<file path="config.mk">
export PLATFORM = sky130hd
export DESIGN_NAME = decimal_seven_segment_formatter_flat
export DESIGN_NICKNAME = d
export VERILOG_FILES = /design/src/rtl/core/dsf_pkg.sv /design/src/rtl/core/dsf_req_if.sv /design/src/rtl/core/dsf_rsp_if.sv /design/src/rtl/core/decimal_seven_segment_formatter.sv /design/src/rtl/core/dsf_bcd_stage.sv /design/src/rtl/core/dsf_seg_format.sv /design/src/flat_wrapper.sv
export SDC_FILE = /design/constraint.sdc
export NUM_CORES = 1
export LEC_CHECK = 0
export ABC_AREA = 1
export CAP_MARGIN = 20
export CORE_ASPECT_RATIO = 1.5
export CORE_UTILIZATION = 30
export DETAILED_ROUTE_END_ITERATION = 16
export DONT_BUFFER_PORTS = 1
export GPL_TIMING_DRIVEN = 0
export PLACE_DENSITY = 0.47
export SYNTH_ARGS = -nofsm -noshare
export SYNTH_HDL_FRONTEND = slang
export SYNTH_SLANG_ARGS = --single-unit
</file>
<file path="constraint.sdc">
create_clock -name clock -period 7.3 [get_ports clock]
set_clock_uncertainty 0.2 [all_clocks]
set_input_delay 1.46 -clock clock [delete_from_list [all_inputs] [get_ports clock]]
set_output_delay 1.46 -clock clock [all_outputs]
set_load 0.01 [all_outputs]
</file>
<file path="src/rtl/core/dsf_pkg.sv">
`default_nettype none
// ----------------------------------------------------------------------------
// dsf_pkg: shared types, constants and functions
// Widths, register indexes, scale codes and segment codes of the decimal
// seven-segment formatter.
// ----------------------------------------------------------------------------
package dsf_pkg;

   localparam int READING_W   = 20;
   localparam int DOT_W       = 3;
   localparam int SCALE_W     = 3;
   localparam int DIGITS      = 7;              // BCD digits of a 20-bit value
   localparam int BCD_W       = 4 * DIGITS;
   localparam int BCD_STAGES  = 4;
   localparam int STAGE_STEPS = READING_W / BCD_STAGES;
   localparam int POSITIONS   = 6;
   localparam int CSR_INDEX_W = 1;
   localparam int CSR_DATA_W  = 3;

   // configuration register indexes
   localparam logic [CSR_INDEX_W-1:0] CSR_SCALE_SELECT      = 1'd0;
   localparam logic [CSR_INDEX_W-1:0] CSR_LEADING_ZERO_FILL = 1'd1;

   localparam logic [SCALE_W-1:0] SCALE_RESET         = 3'd6;
   localparam logic [SCALE_W-1:0] SCALE_DIV10         = 3'd4;
   localparam logic [SCALE_W-1:0] SCALE_DIV100        = 3'd3;
   localparam logic [SCALE_W-1:0] SCALE_DIV1000_LOW   = 3'd0;
   localparam logic [SCALE_W-1:0] SCALE_DIV1000_HIGH  = 3'd2;

   localparam logic [DOT_W-1:0] DOT_POS0     = 3'd6;
   localparam logic [DOT_W-1:0] DOT_POS1     = 3'd5;
   localparam logic [DOT_W-1:0] DOT_POS2     = 3'd4;
   localparam logic [DOT_W-1:0] DOT_POS3     = 3'd3;
   localparam logic [DOT_W-1:0] DOT_POS4_LOW = 3'd0;
   localparam logic [DOT_W-1:0] DOT_POS4_HI  = 3'd2;

   localparam logic [7:0] SEG_BLANK = 8'h00;
   localparam logic [7:0] SEG_MINUS = 8'h40;
   localparam logic [7:0] SEG_POINT = 8'h80;

   typedef logic [7:0] seg_type;
   typedef seg_type [POSITIONS-1:0] seg_row_type;

   // one word on its way through the binary-to-BCD stages
   typedef struct packed {
      logic [BCD_W-1:0]     bcd;
      logic [READING_W-1:0] bin;
      logic [DOT_W-1:0]     dot;
      logic                 neg;
   } bcd_word_type;

   function automatic seg_type digit_seg(input logic [3:0] digit);
      seg_type code;
      case (digit)
         4'd0:    code = 8'h3f;
         4'd1:    code = 8'h06;
         4'd2:    code = 8'h5b;
         4'd3:    code = 8'h4f;
         4'd4:    code = 8'h66;
         4'd5:    code = 8'h6d;
         4'd6:    code = 8'h7d;
         4'd7:    code = 8'h27;
         4'd8:    code = 8'h7f;
         4'd9:    code = 8'h6f;
         default: code = SEG_BLANK;
      endcase
      return code;
   endfunction

endpackage
`default_nettype wire

</file>
<file path="src/rtl/core/dsf_req_if.sv">
`default_nettype none
// ----------------------------------------------------------------------------
// dsf_req_if: request channel
// Valid/ready channel carrying one reading word.
// ----------------------------------------------------------------------------
interface dsf_req_if;
   logic                             valid;
   logic                             ready;
   logic [dsf_pkg::READING_W-1:0]    reading;
   logic [dsf_pkg::DOT_W-1:0]        dot_position;
   logic                             negative;

   modport source (output valid, output reading, output dot_position, output negative,
                   input ready);
   modport sink   (input valid, input reading, input dot_position, input negative,
                   output ready);
endinterface
`default_nettype wire

</file>
<file path="src/rtl/core/dsf_rsp_if.sv">
`default_nettype none
// ----------------------------------------------------------------------------
// dsf_rsp_if: response channel
// Valid/ready channel carrying six segment codes.
// ----------------------------------------------------------------------------
interface dsf_rsp_if;
   logic       valid;
   logic       ready;
   logic [7:0] seg_pos0;
   logic [7:0] seg_pos1;
   logic [7:0] seg_pos2;
   logic [7:0] seg_pos3;
   logic [7:0] seg_pos4;
   logic [7:0] seg_pos5;

   modport source (output valid, output seg_pos0, output seg_pos1, output seg_pos2,
                   output seg_pos3, output seg_pos4, output seg_pos5, input ready);
   modport sink   (input valid, input seg_pos0, input seg_pos1, input seg_pos2,
                   input seg_pos3, input seg_pos4, input seg_pos5, output ready);
endinterface
`default_nettype wire

</file>
<file path="src/rtl/core/decimal_seven_segment_formatter.sv">
`default_nettype none
// ----------------------------------------------------------------------------
// decimal_seven_segment_formatter: six-digit 7-segment display formatter
// Converts a binary reading to six segment codes with scaling, sign and point.
// ----------------------------------------------------------------------------
// Takes one word per clock while the output is not stalled and returns one
// word of six segment codes per word, leftmost position first. Each word
// passes through the four double-dabble stages (five bit steps each) that
// turn the 20-bit reading into seven BCD digits, then the output register
// where scaling, saturation and layout are done. Division by 10, 100 or
// 1000 simply drops BCD digits; an unscaled reading above 999999 shows
// 999999. Positive words show up to six digits, with unused upper positions
// blank or '0' per leading_zero_fill. Negative words show at most five
// digits with a minus directly left of the highest one; tens and ones always
// show. Segment bit 7 is the point, bits 6..0 are g..a. The whole pipe
// moves only when the output register is empty or being read, so a stall
// holds every stage in place. CSR writes (index 0 scale_select, index 1
// leading_zero_fill) take effect at the format stage and belong in idle time.
// ----------------------------------------------------------------------------
module decimal_seven_segment_formatter (
   input  wire logic                             clock,
   input  wire logic                             reset,
   dsf_req_if.sink                               req_bus,
   dsf_rsp_if.source                             rsp_bus,
   input  wire logic                             csr_write_enable,
   input  wire logic [dsf_pkg::CSR_INDEX_W-1:0]  csr_index,
   input  wire logic [dsf_pkg::CSR_DATA_W-1:0]   csr_write_data
);

   // config registers
   logic [dsf_pkg::SCALE_W-1:0] scale_ff;
   logic                        fill_ff;

   always_ff @(posedge clock) begin
      if (reset) begin
         scale_ff <= dsf_pkg::SCALE_RESET;
         fill_ff  <= 1'b0;
      end else if (csr_write_enable) begin
         case (csr_index)
            dsf_pkg::CSR_SCALE_SELECT:      scale_ff <= csr_write_data;
            dsf_pkg::CSR_LEADING_ZERO_FILL: fill_ff  <= csr_write_data[0];
            default: ;
         endcase
      end
   end

   // global advance: output slot free or being drained
   logic rsp_valid;
   logic advance;

   assign advance       = !rsp_valid || rsp_bus.ready;
   assign req_bus.ready = advance;

   // stage 0 is the incoming word
   logic                  stage_valid [dsf_pkg::BCD_STAGES+1];
   dsf_pkg::bcd_word_type stage_work  [dsf_pkg::BCD_STAGES+1];

   assign stage_valid[0]    = req_bus.valid;
   assign stage_work[0].bcd = '0;
   assign stage_work[0].bin = req_bus.reading;
   assign stage_work[0].dot = req_bus.dot_position;
   assign stage_work[0].neg = req_bus.negative;

   for (genvar g = 0; g < dsf_pkg::BCD_STAGES; g++) begin : g_bcd
      dsf_bcd_stage u_stage (
         .clock     (clock),
         .reset     (reset),
         .advance   (advance),
         .in_valid  (stage_valid[g]),
         .in_work   (stage_work[g]),
         .out_valid (stage_valid[g+1]),
         .out_work  (stage_work[g+1])
      );
   end

   dsf_pkg::seg_row_type seg;

   dsf_seg_format u_format (
      .clock             (clock),
      .reset             (reset),
      .advance           (advance),
      .in_valid          (stage_valid[dsf_pkg::BCD_STAGES]),
      .in_work           (stage_work[dsf_pkg::BCD_STAGES]),
      .scale_select      (scale_ff),
      .leading_zero_fill (fill_ff),
      .out_valid         (rsp_valid),
      .out_seg           (seg)
   );

   assign rsp_bus.valid    = rsp_valid;
   assign rsp_bus.seg_pos0 = seg[0];
   assign rsp_bus.seg_pos1 = seg[1];
   assign rsp_bus.seg_pos2 = seg[2];
   assign rsp_bus.seg_pos3 = seg[3];
   assign rsp_bus.seg_pos4 = seg[4];
   assign rsp_bus.seg_pos5 = seg[5];

endmodule
`default_nettype wire

</file>
<file path="src/rtl/core/dsf_bcd_stage.sv">
`default_nettype none
// ----------------------------------------------------------------------------
// dsf_bcd_stage: one double-dabble pipeline stage
// Shifts STAGE_STEPS binary bits into the BCD accumulator, add-3 per digit.
// ----------------------------------------------------------------------------
module dsf_bcd_stage (
   input  wire logic                  clock,
   input  wire logic                  reset,
   input  wire logic                  advance,
   input  wire logic                  in_valid,
   input  wire dsf_pkg::bcd_word_type in_work,
   output logic                       out_valid,
   output dsf_pkg::bcd_word_type      out_work
);

   logic                          valid_ff;
   dsf_pkg::bcd_word_type         work_ff;
   dsf_pkg::bcd_word_type         work_in;

   always_comb begin
      logic [dsf_pkg::BCD_W-1:0]     b;
      logic [dsf_pkg::READING_W-1:0] r;
      b = in_work.bcd;
      r = in_work.bin;
      for (int s = 0; s < dsf_pkg::STAGE_STEPS; s++) begin
         for (int k = 0; k < dsf_pkg::DIGITS; k++) begin
            if (b[4*k +: 4] >= 4'd5) begin
               b[4*k +: 4] = b[4*k +: 4] + 4'd3;
            end
         end
         {b, r} = {b[dsf_pkg::BCD_W-2:0], r, 1'b0};
      end
      work_in     = in_work;
      work_in.bcd = b;
      work_in.bin = r;
   end

   always_ff @(posedge clock) begin
      if (reset) begin
         valid_ff <= 1'b0;
      end else if (advance) begin
         valid_ff <= in_valid;
      end
   end

   always_ff @(posedge clock) begin
      if (advance) begin
         work_ff <= work_in;
      end
   end

   assign out_valid = valid_ff;
   assign out_work  = work_ff;

endmodule
`default_nettype wire

</file>
<file path="src/rtl/core/dsf_seg_format.sv">
`default_nettype none
// ----------------------------------------------------------------------------
// dsf_seg_format: scaling, saturation and segment encoding
// Drops BCD digits for the divide, saturates, lays out digits, sign and
// point, and holds the result in the output register.
// ----------------------------------------------------------------------------
module dsf_seg_format (
   input  wire logic                         clock,
   input  wire logic                         reset,
   input  wire logic                         advance,
   input  wire logic                         in_valid,
   input  wire dsf_pkg::bcd_word_type        in_work,
   input  wire logic [dsf_pkg::SCALE_W-1:0]  scale_select,
   input  wire logic                         leading_zero_fill,
   output logic                              out_valid,
   output dsf_pkg::seg_row_type              out_seg
);

   logic                  valid_ff;
   dsf_pkg::seg_row_type  seg_ff;
   dsf_pkg::seg_row_type  seg_in;

   always_comb begin
      logic [3:0] s [dsf_pkg::DIGITS];
      logic [1:0] shift;
      logic       ge100;
      logic       ge1000;
      logic       ge10000;
      logic       ge100000;
      dsf_pkg::seg_type fill;

      case (scale_select) inside
         dsf_pkg::SCALE_DIV10:  shift = 2'd1;
         dsf_pkg::SCALE_DIV100: shift = 2'd2;
         [dsf_pkg::SCALE_DIV1000_LOW:dsf_pkg::SCALE_DIV1000_HIGH]: shift = 2'd3;
         default:               shift = 2'd0;
      endcase

      // s[0] is the ones digit of the scaled value
      for (int k = 0; k < dsf_pkg::DIGITS; k++) begin
         if (k + int'(shift) < dsf_pkg::DIGITS) begin
            s[k] = in_work.bcd[4*(k + int'(shift)) +: 4];
         end else begin
            s[k] = 4'd0;
         end
      end

      // millions digit only survives unscaled: clamp to 999999
      if (s[6] != 4'd0) begin
         for (int k = 0; k < dsf_pkg::DIGITS - 1; k++) begin
            s[k] = 4'd9;
         end
      end

      ge100000 = (s[5] != 4'd0);
      ge10000  = ge100000 || (s[4] != 4'd0);
      ge1000   = ge10000 || (s[3] != 4'd0);
      ge100    = ge1000 || (s[2] != 4'd0);

      seg_in[4] = dsf_pkg::digit_seg(s[1]);
      seg_in[5] = dsf_pkg::digit_seg(s[0]);

      if (in_work.neg) begin
         seg_in[0] = ge10000 ? dsf_pkg::SEG_MINUS : dsf_pkg::SEG_BLANK;
         seg_in[1] = ge10000 ? dsf_pkg::digit_seg(s[4])
                   : (ge1000 ? dsf_pkg::SEG_MINUS : dsf_pkg::SEG_BLANK);
         seg_in[2] = ge1000 ? dsf_pkg::digit_seg(s[3])
                   : (ge100 ? dsf_pkg::SEG_MINUS : dsf_pkg::SEG_BLANK);
         seg_in[3] = ge100 ? dsf_pkg::digit_seg(s[2]) : dsf_pkg::SEG_MINUS;
      end else begin
         fill      = leading_zero_fill ? dsf_pkg::digit_seg(4'd0) : dsf_pkg::SEG_BLANK;
         seg_in[0] = ge100000 ? dsf_pkg::digit_seg(s[5]) : fill;
         seg_in[1] = ge10000  ? dsf_pkg::digit_seg(s[4]) : fill;
         seg_in[2] = ge1000   ? dsf_pkg::digit_seg(s[3]) : fill;
         seg_in[3] = ge100    ? dsf_pkg::digit_seg(s[2]) : fill;
      end

      case (in_work.dot) inside
         dsf_pkg::DOT_POS0: seg_in[0] = seg_in[0] | dsf_pkg::SEG_POINT;
         dsf_pkg::DOT_POS1: seg_in[1] = seg_in[1] | dsf_pkg::SEG_POINT;
         dsf_pkg::DOT_POS2: seg_in[2] = seg_in[2] | dsf_pkg::SEG_POINT;
         dsf_pkg::DOT_POS3: seg_in[3] = seg_in[3] | dsf_pkg::SEG_POINT;
         [dsf_pkg::DOT_POS4_LOW:dsf_pkg::DOT_POS4_HI]:
            seg_in[4] = seg_in[4] | dsf_pkg::SEG_POINT;
         default: ;
      endcase
   end

   always_ff @(posedge clock) begin
      if (reset) begin
         valid_ff <= 1'b0;
      end else if (advance) begin
         valid_ff <= in_valid;
      end
   end

   always_ff @(posedge clock) begin
      if (advance) begin
         seg_ff <= seg_in;
      end
   end

   assign out_valid = valid_ff;
   assign out_seg   = seg_ff;

endmodule
`default_nettype wire

</file>
<file path="src/flat_wrapper.sv">
// flat-port wrapper written by rule: the top's interface ports become plain ports
module decimal_seven_segment_formatter_flat 
  (clock, reset, csr_write_enable, csr_index, csr_write_data, req_bus_valid, req_bus_reading, req_bus_dot_position, req_bus_negative, req_bus_ready, rsp_bus_valid, rsp_bus_seg_pos0, rsp_bus_seg_pos1, rsp_bus_seg_pos2, rsp_bus_seg_pos3, rsp_bus_seg_pos4, rsp_bus_seg_pos5, rsp_bus_ready);
  dsf_req_if req_bus_i ();
  dsf_rsp_if rsp_bus_i ();
  input  wire logic clock;
  input  wire logic reset;
  input  wire logic csr_write_enable;
  input  wire logic [dsf_pkg::CSR_INDEX_W-1:0] csr_index;
  input  wire logic [dsf_pkg::CSR_DATA_W-1:0] csr_write_data;
  input wire logic [$bits(req_bus_i.valid)-1:0] req_bus_valid;
  input wire logic [$bits(req_bus_i.reading)-1:0] req_bus_reading;
  input wire logic [$bits(req_bus_i.dot_position)-1:0] req_bus_dot_position;
  input wire logic [$bits(req_bus_i.negative)-1:0] req_bus_negative;
  output wire logic [$bits(req_bus_i.ready)-1:0] req_bus_ready;
  output wire logic [$bits(rsp_bus_i.valid)-1:0] rsp_bus_valid;
  output wire logic [$bits(rsp_bus_i.seg_pos0)-1:0] rsp_bus_seg_pos0;
  output wire logic [$bits(rsp_bus_i.seg_pos1)-1:0] rsp_bus_seg_pos1;
  output wire logic [$bits(rsp_bus_i.seg_pos2)-1:0] rsp_bus_seg_pos2;
  output wire logic [$bits(rsp_bus_i.seg_pos3)-1:0] rsp_bus_seg_pos3;
  output wire logic [$bits(rsp_bus_i.seg_pos4)-1:0] rsp_bus_seg_pos4;
  output wire logic [$bits(rsp_bus_i.seg_pos5)-1:0] rsp_bus_seg_pos5;
  input wire logic [$bits(rsp_bus_i.ready)-1:0] rsp_bus_ready;
  assign req_bus_i.valid = req_bus_valid;
  assign req_bus_i.reading = req_bus_reading;
  assign req_bus_i.dot_position = req_bus_dot_position;
  assign req_bus_i.negative = req_bus_negative;
  assign req_bus_ready = req_bus_i.ready;
  assign rsp_bus_valid = rsp_bus_i.valid;
  assign rsp_bus_seg_pos0 = rsp_bus_i.seg_pos0;
  assign rsp_bus_seg_pos1 = rsp_bus_i.seg_pos1;
  assign rsp_bus_seg_pos2 = rsp_bus_i.seg_pos2;
  assign rsp_bus_seg_pos3 = rsp_bus_i.seg_pos3;
  assign rsp_bus_seg_pos4 = rsp_bus_i.seg_pos4;
  assign rsp_bus_seg_pos5 = rsp_bus_i.seg_pos5;
  assign rsp_bus_i.ready = rsp_bus_ready;
  decimal_seven_segment_formatter u_core (.clock(clock), .reset(reset), .req_bus(req_bus_i), .rsp_bus(rsp_bus_i), .csr_write_enable(csr_write_enable), .csr_index(csr_index), .csr_write_data(csr_write_data));
endmodule
</file>
After elaboration in Yosys (flattened, before gate mapping) --
Memories as Yosys holds them, arrays and structs flattened. A register that Yosys moved wholly into a read port is not among the register bits. Cells that the tools add are included.
Word-level totals: flip-flop bits (word level) 203, input bits 33, memories kept 9, word-level logic and storage cells 457, memory bits (read-only) 1008, output and inout port bits 50
Cells by class: multiplexer cells 149, equality and inequality tests 6, shift operators 7, order comparisons 123, $add $sub $neg 118, reductions and logical operators 14, bitwise operators 1
Memories:
- (name not given) | depth 16, width 7, read ports 1, clocked after memory_dff 0, wr ports 0, line dsf_pkg.sv:54 | case (digit)
- (name not given) | depth 16, width 7, read ports 1, clocked after memory_dff 1, wr ports 0, line dsf_pkg.sv:54
- (name not given) | depth 16, width 7, read ports 1, clocked after memory_dff 0, wr ports 0, line dsf_pkg.sv:54
- (name not given) | depth 16, width 7, read ports 1, clocked after memory_dff 0, wr ports 0, line dsf_pkg.sv:54
- (name not given) | depth 16, width 7, read ports 1, clocked after memory_dff 0, wr ports 0, line dsf_pkg.sv:54
- (name not given) | depth 16, width 7, read ports 1, clocked after memory_dff 0, wr ports 0, line dsf_pkg.sv:54
- +3 memories
Operators with widths (count):
- 4-bit by 3-bit greater-or-equal comparator with 1-bit output, second input constant | 105
- 4-bit two-way mux | 100
- 4-bit by 2-bit adder with 4-bit output, second input constant | 93
- 32-bit by 4-bit less-than comparator with 1-bit output, second input constant | 6
- 8-bit two-way mux | 21
- 28-bit by 6-bit variable part select with 4-bit output | 3
- 28-bit by 7-bit variable part select with 4-bit output | 3
- 3-bit two-way mux | 18
- 3-bit by 2-bit adder with 3-bit output, second input constant | 12
- 32-bit two-way mux | 1
- 28-bit by 5-bit variable part select with 4-bit output | 1
- 24-bit two-way mux | 1
- 7-bit two-way mux | 3
- 4-bit nonzero test | 5
- 1-bit by 2-bit adder with 3-bit output, both inputs constant | 6
- 1-bit by 3-bit greater-or-equal comparator with 1-bit output, both inputs constant | 6
- 3-bit by 2-bit adder with 4-bit output, first input constant | 3
- 3-bit equality test, second input constant | 4
- 2-bit by 2-bit adder with 3-bit output, first input constant | 2
- 3-bit by 2-bit equality test with 1-bit output, second input constant | 2
- 3-bit by 1-bit greater-or-equal comparator with 1-bit output, second input constant | 2
- 3-bit by 2-bit <= comparator with 1-bit output, second input constant | 2
- 2-bit two-way mux | 3
- 6-bit two-way mux | 1
- 10 further kinds | 15

Logic depth before layout (Yosys ltp) --
word-level depth 21, gate-level depth with buffers 34, gate-level depth less buffers 34

Modules after synthesis --
Synthesis repeated with hierarchy kept, for this count alone.
Second synthesis, totals: cell total of the unflattened synthesis 3427, area total of the unflattened synthesis 25046.5 um2
By module, submodules not included:
- dsf_bcd_stage | area each 5267.6 um2, seq. area each 1431.4 um2, instances 4, cells an instance 729
- dsf_seg_format | area each 3798.6 um2, seq. area each 1431.4 um2, instances 1, cells an instance 486
- decimal_seven_segment_formatter | area each 177.7 um2, seq. area each 80.1 um2, instances 1, cells an instance 25

Least setup slack after synthesis --
No wires, ideal clock.
kind input -> output, start in rsp_bus_ready, end out req_bus_ready, arrival time 4.690 ns, stages on the path 2, required time 5.640 ns, buffers on the path 0, path slack 0.950 ns, cell sequence nor2_1 inv_1
Between the ends: longest elaborated chain between the ends 1
RTL lines:
- start: declaration | line flat_wrapper.sv:23 | input wire logic [$bits(rsp_bus_i.ready)-1:0] rsp_bus_ready;
- 1-bit logical OR | line decimal_seven_segment_formatter.sv:51 | assign advance = !rsp_valid || rsp_bus.ready;
- end: declaration | line flat_wrapper.sv:15 | output wire logic [$bits(req_bus_i.ready)-1:0] req_bus_ready;
Every way passes these cells.

==> metrics.md <==
| Metric | Value |
|---|---|
| First-pass iteration count of the detailed router | 7 |
| Commonest non-fill, non-tap cell in the layout | nand2_1 |
| Ratio of cells with drive above 1 in the final layout | 14.3% |
| Synth Area in XOR/XNOR | around 2.7% |
| Initial DRC Count | between 200 and 300 |
| DR WL/cell | about 11 um |
| Slowest cell delay on critical path | approximately 0.42 ns |
| Max-cap violation count | 0 |
| # IOs | 83 |
| Slowest cell on the critical path | edfxtp_1 |
| Simple-gate share of the synthesized area | 32.2% |
| Register bit count reported by yosys | 166 |
| Die height | 254 um |
| Inserted Clock Buffers | 17 |
| Vias/cell | around 4.4 |
| Least-Margin Pin Slew | 0.877 ns |
| Clk slew on worst S/H paths | ~0.08 ns |
| Post-CTS sizing | 0 |
| Minimum clock period | 4.40 ns |
| Max_slew headroom | around two fifths |
| Bufs on Longest Clock Path | 2 |
| Synth Cell Area | around 0.013 sq mm |
| Ant diodes | 0 |
| Mean Syn Cell Area | ~8 sq um |
| Storage cell area | about 0.005 sq mm |
| Crit-path max FO | 5 |
| Post-synthesis mux area share | less than 1% |
| Gate count after technology mapping | roughly 1,600 |
| Synthesis warning total | 0 |
| RSZ-0062 raised after global routing | false |
| CP Launch Type | register |
| H-tree depth | 4 |
| P&R area growth vs syn | 10.4% |
| Initial antenna violation count | 0 |
| Setup crit end kind | register |
| Root Driver | clkbuf_16 |
| Post-synthesis compound-gate area fraction | 9.24% |
| Std cell rows | 92 |
| Total gr overflow | 0 |
| Ys async rst share | 0% |
| Main combinational cell family by area after synthesis | simple AND/OR/NAND/NOR gates |
| Cell Area, Placed | 0.0135 sq mm |
| Crit share post-route | about 60% |
| Sequential area share after synthesis | about two fifths |
| Initial Util | just over 30% |
| DR DRC count | 0 |
| Via count | ~10,000 |
| Core footprint | ~0.042 sq mm |
| CP Data Arrival Time | 4.39 ns |
| DIE AREA | 0.0433 sq mm |
| Vias in the first global route | about 9,500 |
| Buf/Inv on CP | 6 |
| Status | completed |
| Area of the multi-input gates | around 0.0067 sq mm |
| Post-Route WL | 23,300 um |
| Num Clock Sinks | about 170 |
| Placer Congestion | a little over 0.9 |
| Final #Nets | 1,759 |
| Final setup violation count | 0 |
| Clock latency on the worst-skew pair | between 0.4 and 0.5 ns |
| F_max | ~230 MHz |
| Post-CTS Setup Inserts | 0 |
| EDFF count, synth | 157 |
| Hold Path Class | register to register |
| CTS tree | built |
| Final ANT Viol Nets | 0 |
| Hold Fails Final Rpt | 0 |
| First-pass GRT wire length | between 40,000 and 50,000 um |
| Hpwl dp | approximately 18,000 um |
| Critical path's top delay family | simple AND/OR/NAND/NOR gates |
| Top_reg_cell synth | edfxtp_1 |
| Die W | about 170 um |
| Post-Layout Inst Area | 0.0141 sq mm |
| Max Slew Vio Count | 0 |
| Post-cts hold buffer count | 0 |
| CP Class | register to register |
| Synth cell types | 53 |
| CP Cell Sequence | inv_1 > ha_1 > inv_1 > nand2_1 > nand3_4 > nand2_1 > nand2_1 > ha_1 > a21oi_1 > inv_1 > xor2_1 > nand3_1 > nand2_1 > nand3_1 > or2_1 > nand2_1 > nand2_1 > xnor2_2 > inv_1 > ha_1 > inv_1 > o21ai_0 > inv_1 > xor2_1 |
| Worst Path Required | 7.29 ns |
| Layout filler cell count | between 4,000 and 5,000 |
| Largest net degree at the start of global routing | 117 |
| Syn_nets | 1,739 |
| Adder-cell share of the synthesized area | approximately 8.3% |
| Most frequent cells in the layout | 438 x nand2_1, 277 x inv_1, 157 x edfxtp_1 |
| Total GRT Usage | around 11% |
| PortBufs | 0 |
per-layer routing:
metal  GRT usage (%)  share of wire (%)  wire, um
met5               0                  0         0
met4            5.25                2.7       637
met3            2.09                2.0       470
met2            23.5                 57     13300
met1            10.4                 38      8940
through the flow:
step | hold WS [ns] | std cells | utilization [%] | worst slack, ns | setup TNS (ns)
after floorplan | 0.200 | 1621 | - | 0.950 | 0
after global placement | 0.201 | 2185 | 32.0 | -0.677 | -0.677
after detailed placement | 0.205 | 2186 | 32.1 | 2.86 | 0
after CTS | 0.216 | 2218 | 33.5 | 2.82 | 0
after global routing | 0.227 | 2218 | 33.5 | 2.49 | 0
final | 0.213 | 2218 | 33.5 | 2.90 | 0
state kept, by name, summed over array words and instances, names as in the netlist:
signal and cells:
u_core.fill_ff 1, u_core.scale_ff 3, u_core.u_format.out_seg 47, u_core.g_bcd.u_stage.out_work 110, u_core.u_format.out_valid 1, u_core.g_bcd.u_stage.out_valid 4
path summary, 6_finish.rpt:
| check | startpoint | to | slack [ns] | depth (start not counted) |
|---|---|---|---|---|
| max | u_core.g_bcd[0].u_stage.out_work[24] | u_core.g_bcd[1].u_stage.out_work[33] | 2.90 | 24 |
| min reg2reg | u_core.g_bcd[2].u_stage.out_work[19] | u_core.g_bcd[3].u_stage.out_work[24] | 0.21 | 0 |
| min | u_core.g_bcd[2].u_stage.out_work[19] | u_core.g_bcd[3].u_stage.out_work[24] | 0.21 | 0 |
| max reg2reg | u_core.g_bcd[0].u_stage.out_work[24] | u_core.g_bcd[1].u_stage.out_work[33] | 2.90 | 24 |
cell usage after synthesis, types with 2 or more instances:
library cell | count | share of area, %
nor2_1 | 63 | 1.9
ha_1 | 85 | 8.3
nand3_2 | 31 | 2.4
mux2i_1 | 2 | 0.16
nor2_2 | 4 | 0.20
xor2_2 | 3 | 0.38
o211ai_1 | 4 | 0.24
nand3_4 | 8 | 1.1
a21oi_1 | 41 | 1.6
or2_2 | 9 | 0.44
nand2_1 | 438 | 13
o21ai_1 | 13 | 0.51
nand3b_1 | 6 | 0.35
nand4_1 | 35 | 1.7
o31ai_1 | 7 | 0.41
inv_2 | 15 | 0.44
nand2_4 | 12 | 1.1
and2_2 | 2 | 0.12
a21o_2 | 2 | 0.14
clkbuf_1 | 4 | 0.12
xnor2_2 | 3 | 0.38
nand3_1 | 117 | 4.6
a31oi_1 | 6 | 0.29
a211oi_1 | 2 | 0.12
o21bai_1 | 4 | 0.24
dfxtp_1 | 9 | 1.4
o21ai_2 | 15 | 1.0
nand2_2 | 92 | 4.5
a21o_1 | 6 | 0.35
xor2_1 | 26 | 1.8
edfxtp_1 | 157 | 37
o21ai_0 | 81 | 3.2
a21boi_1 | 2 | 0.12
xnor2_1 | 2 | 0.14
and2_1 | 5 | 0.25
o22ai_1 | 8 | 0.39
nor3_1 | 8 | 0.31
inv_1 | 278 | 8.2
clkinv_1 | 2 | 0.059
layout make-up:
class                      count  area share [%]
clock inverter                14            1.13
sequential                   166            34.8
clock buffer                  18            3.05
buffer                         7           0.222
tap                          564            5.01
inverter                     295            7.92
multi-input combinational   1153            47.7
timing repair buffer           1           0.196
cells by family after synthesis:
| logic type | after synthesis |
|---|---|
| AO/OA/AOI/OAI | 197 |
| XOR/XNOR | 34 |
| adder cells (fa/ha/maj) | 85 |
| buffers and inverters | 302 |
| flip-flops | 166 |
| multiplexers | 2 |
| other | 1 |
| AND/OR/NAND/NOR | 834 |
Power is left out: the tool's default activity adds up to more than one toggle a clock period on the data nets, which glitch-free logic cannot reach.
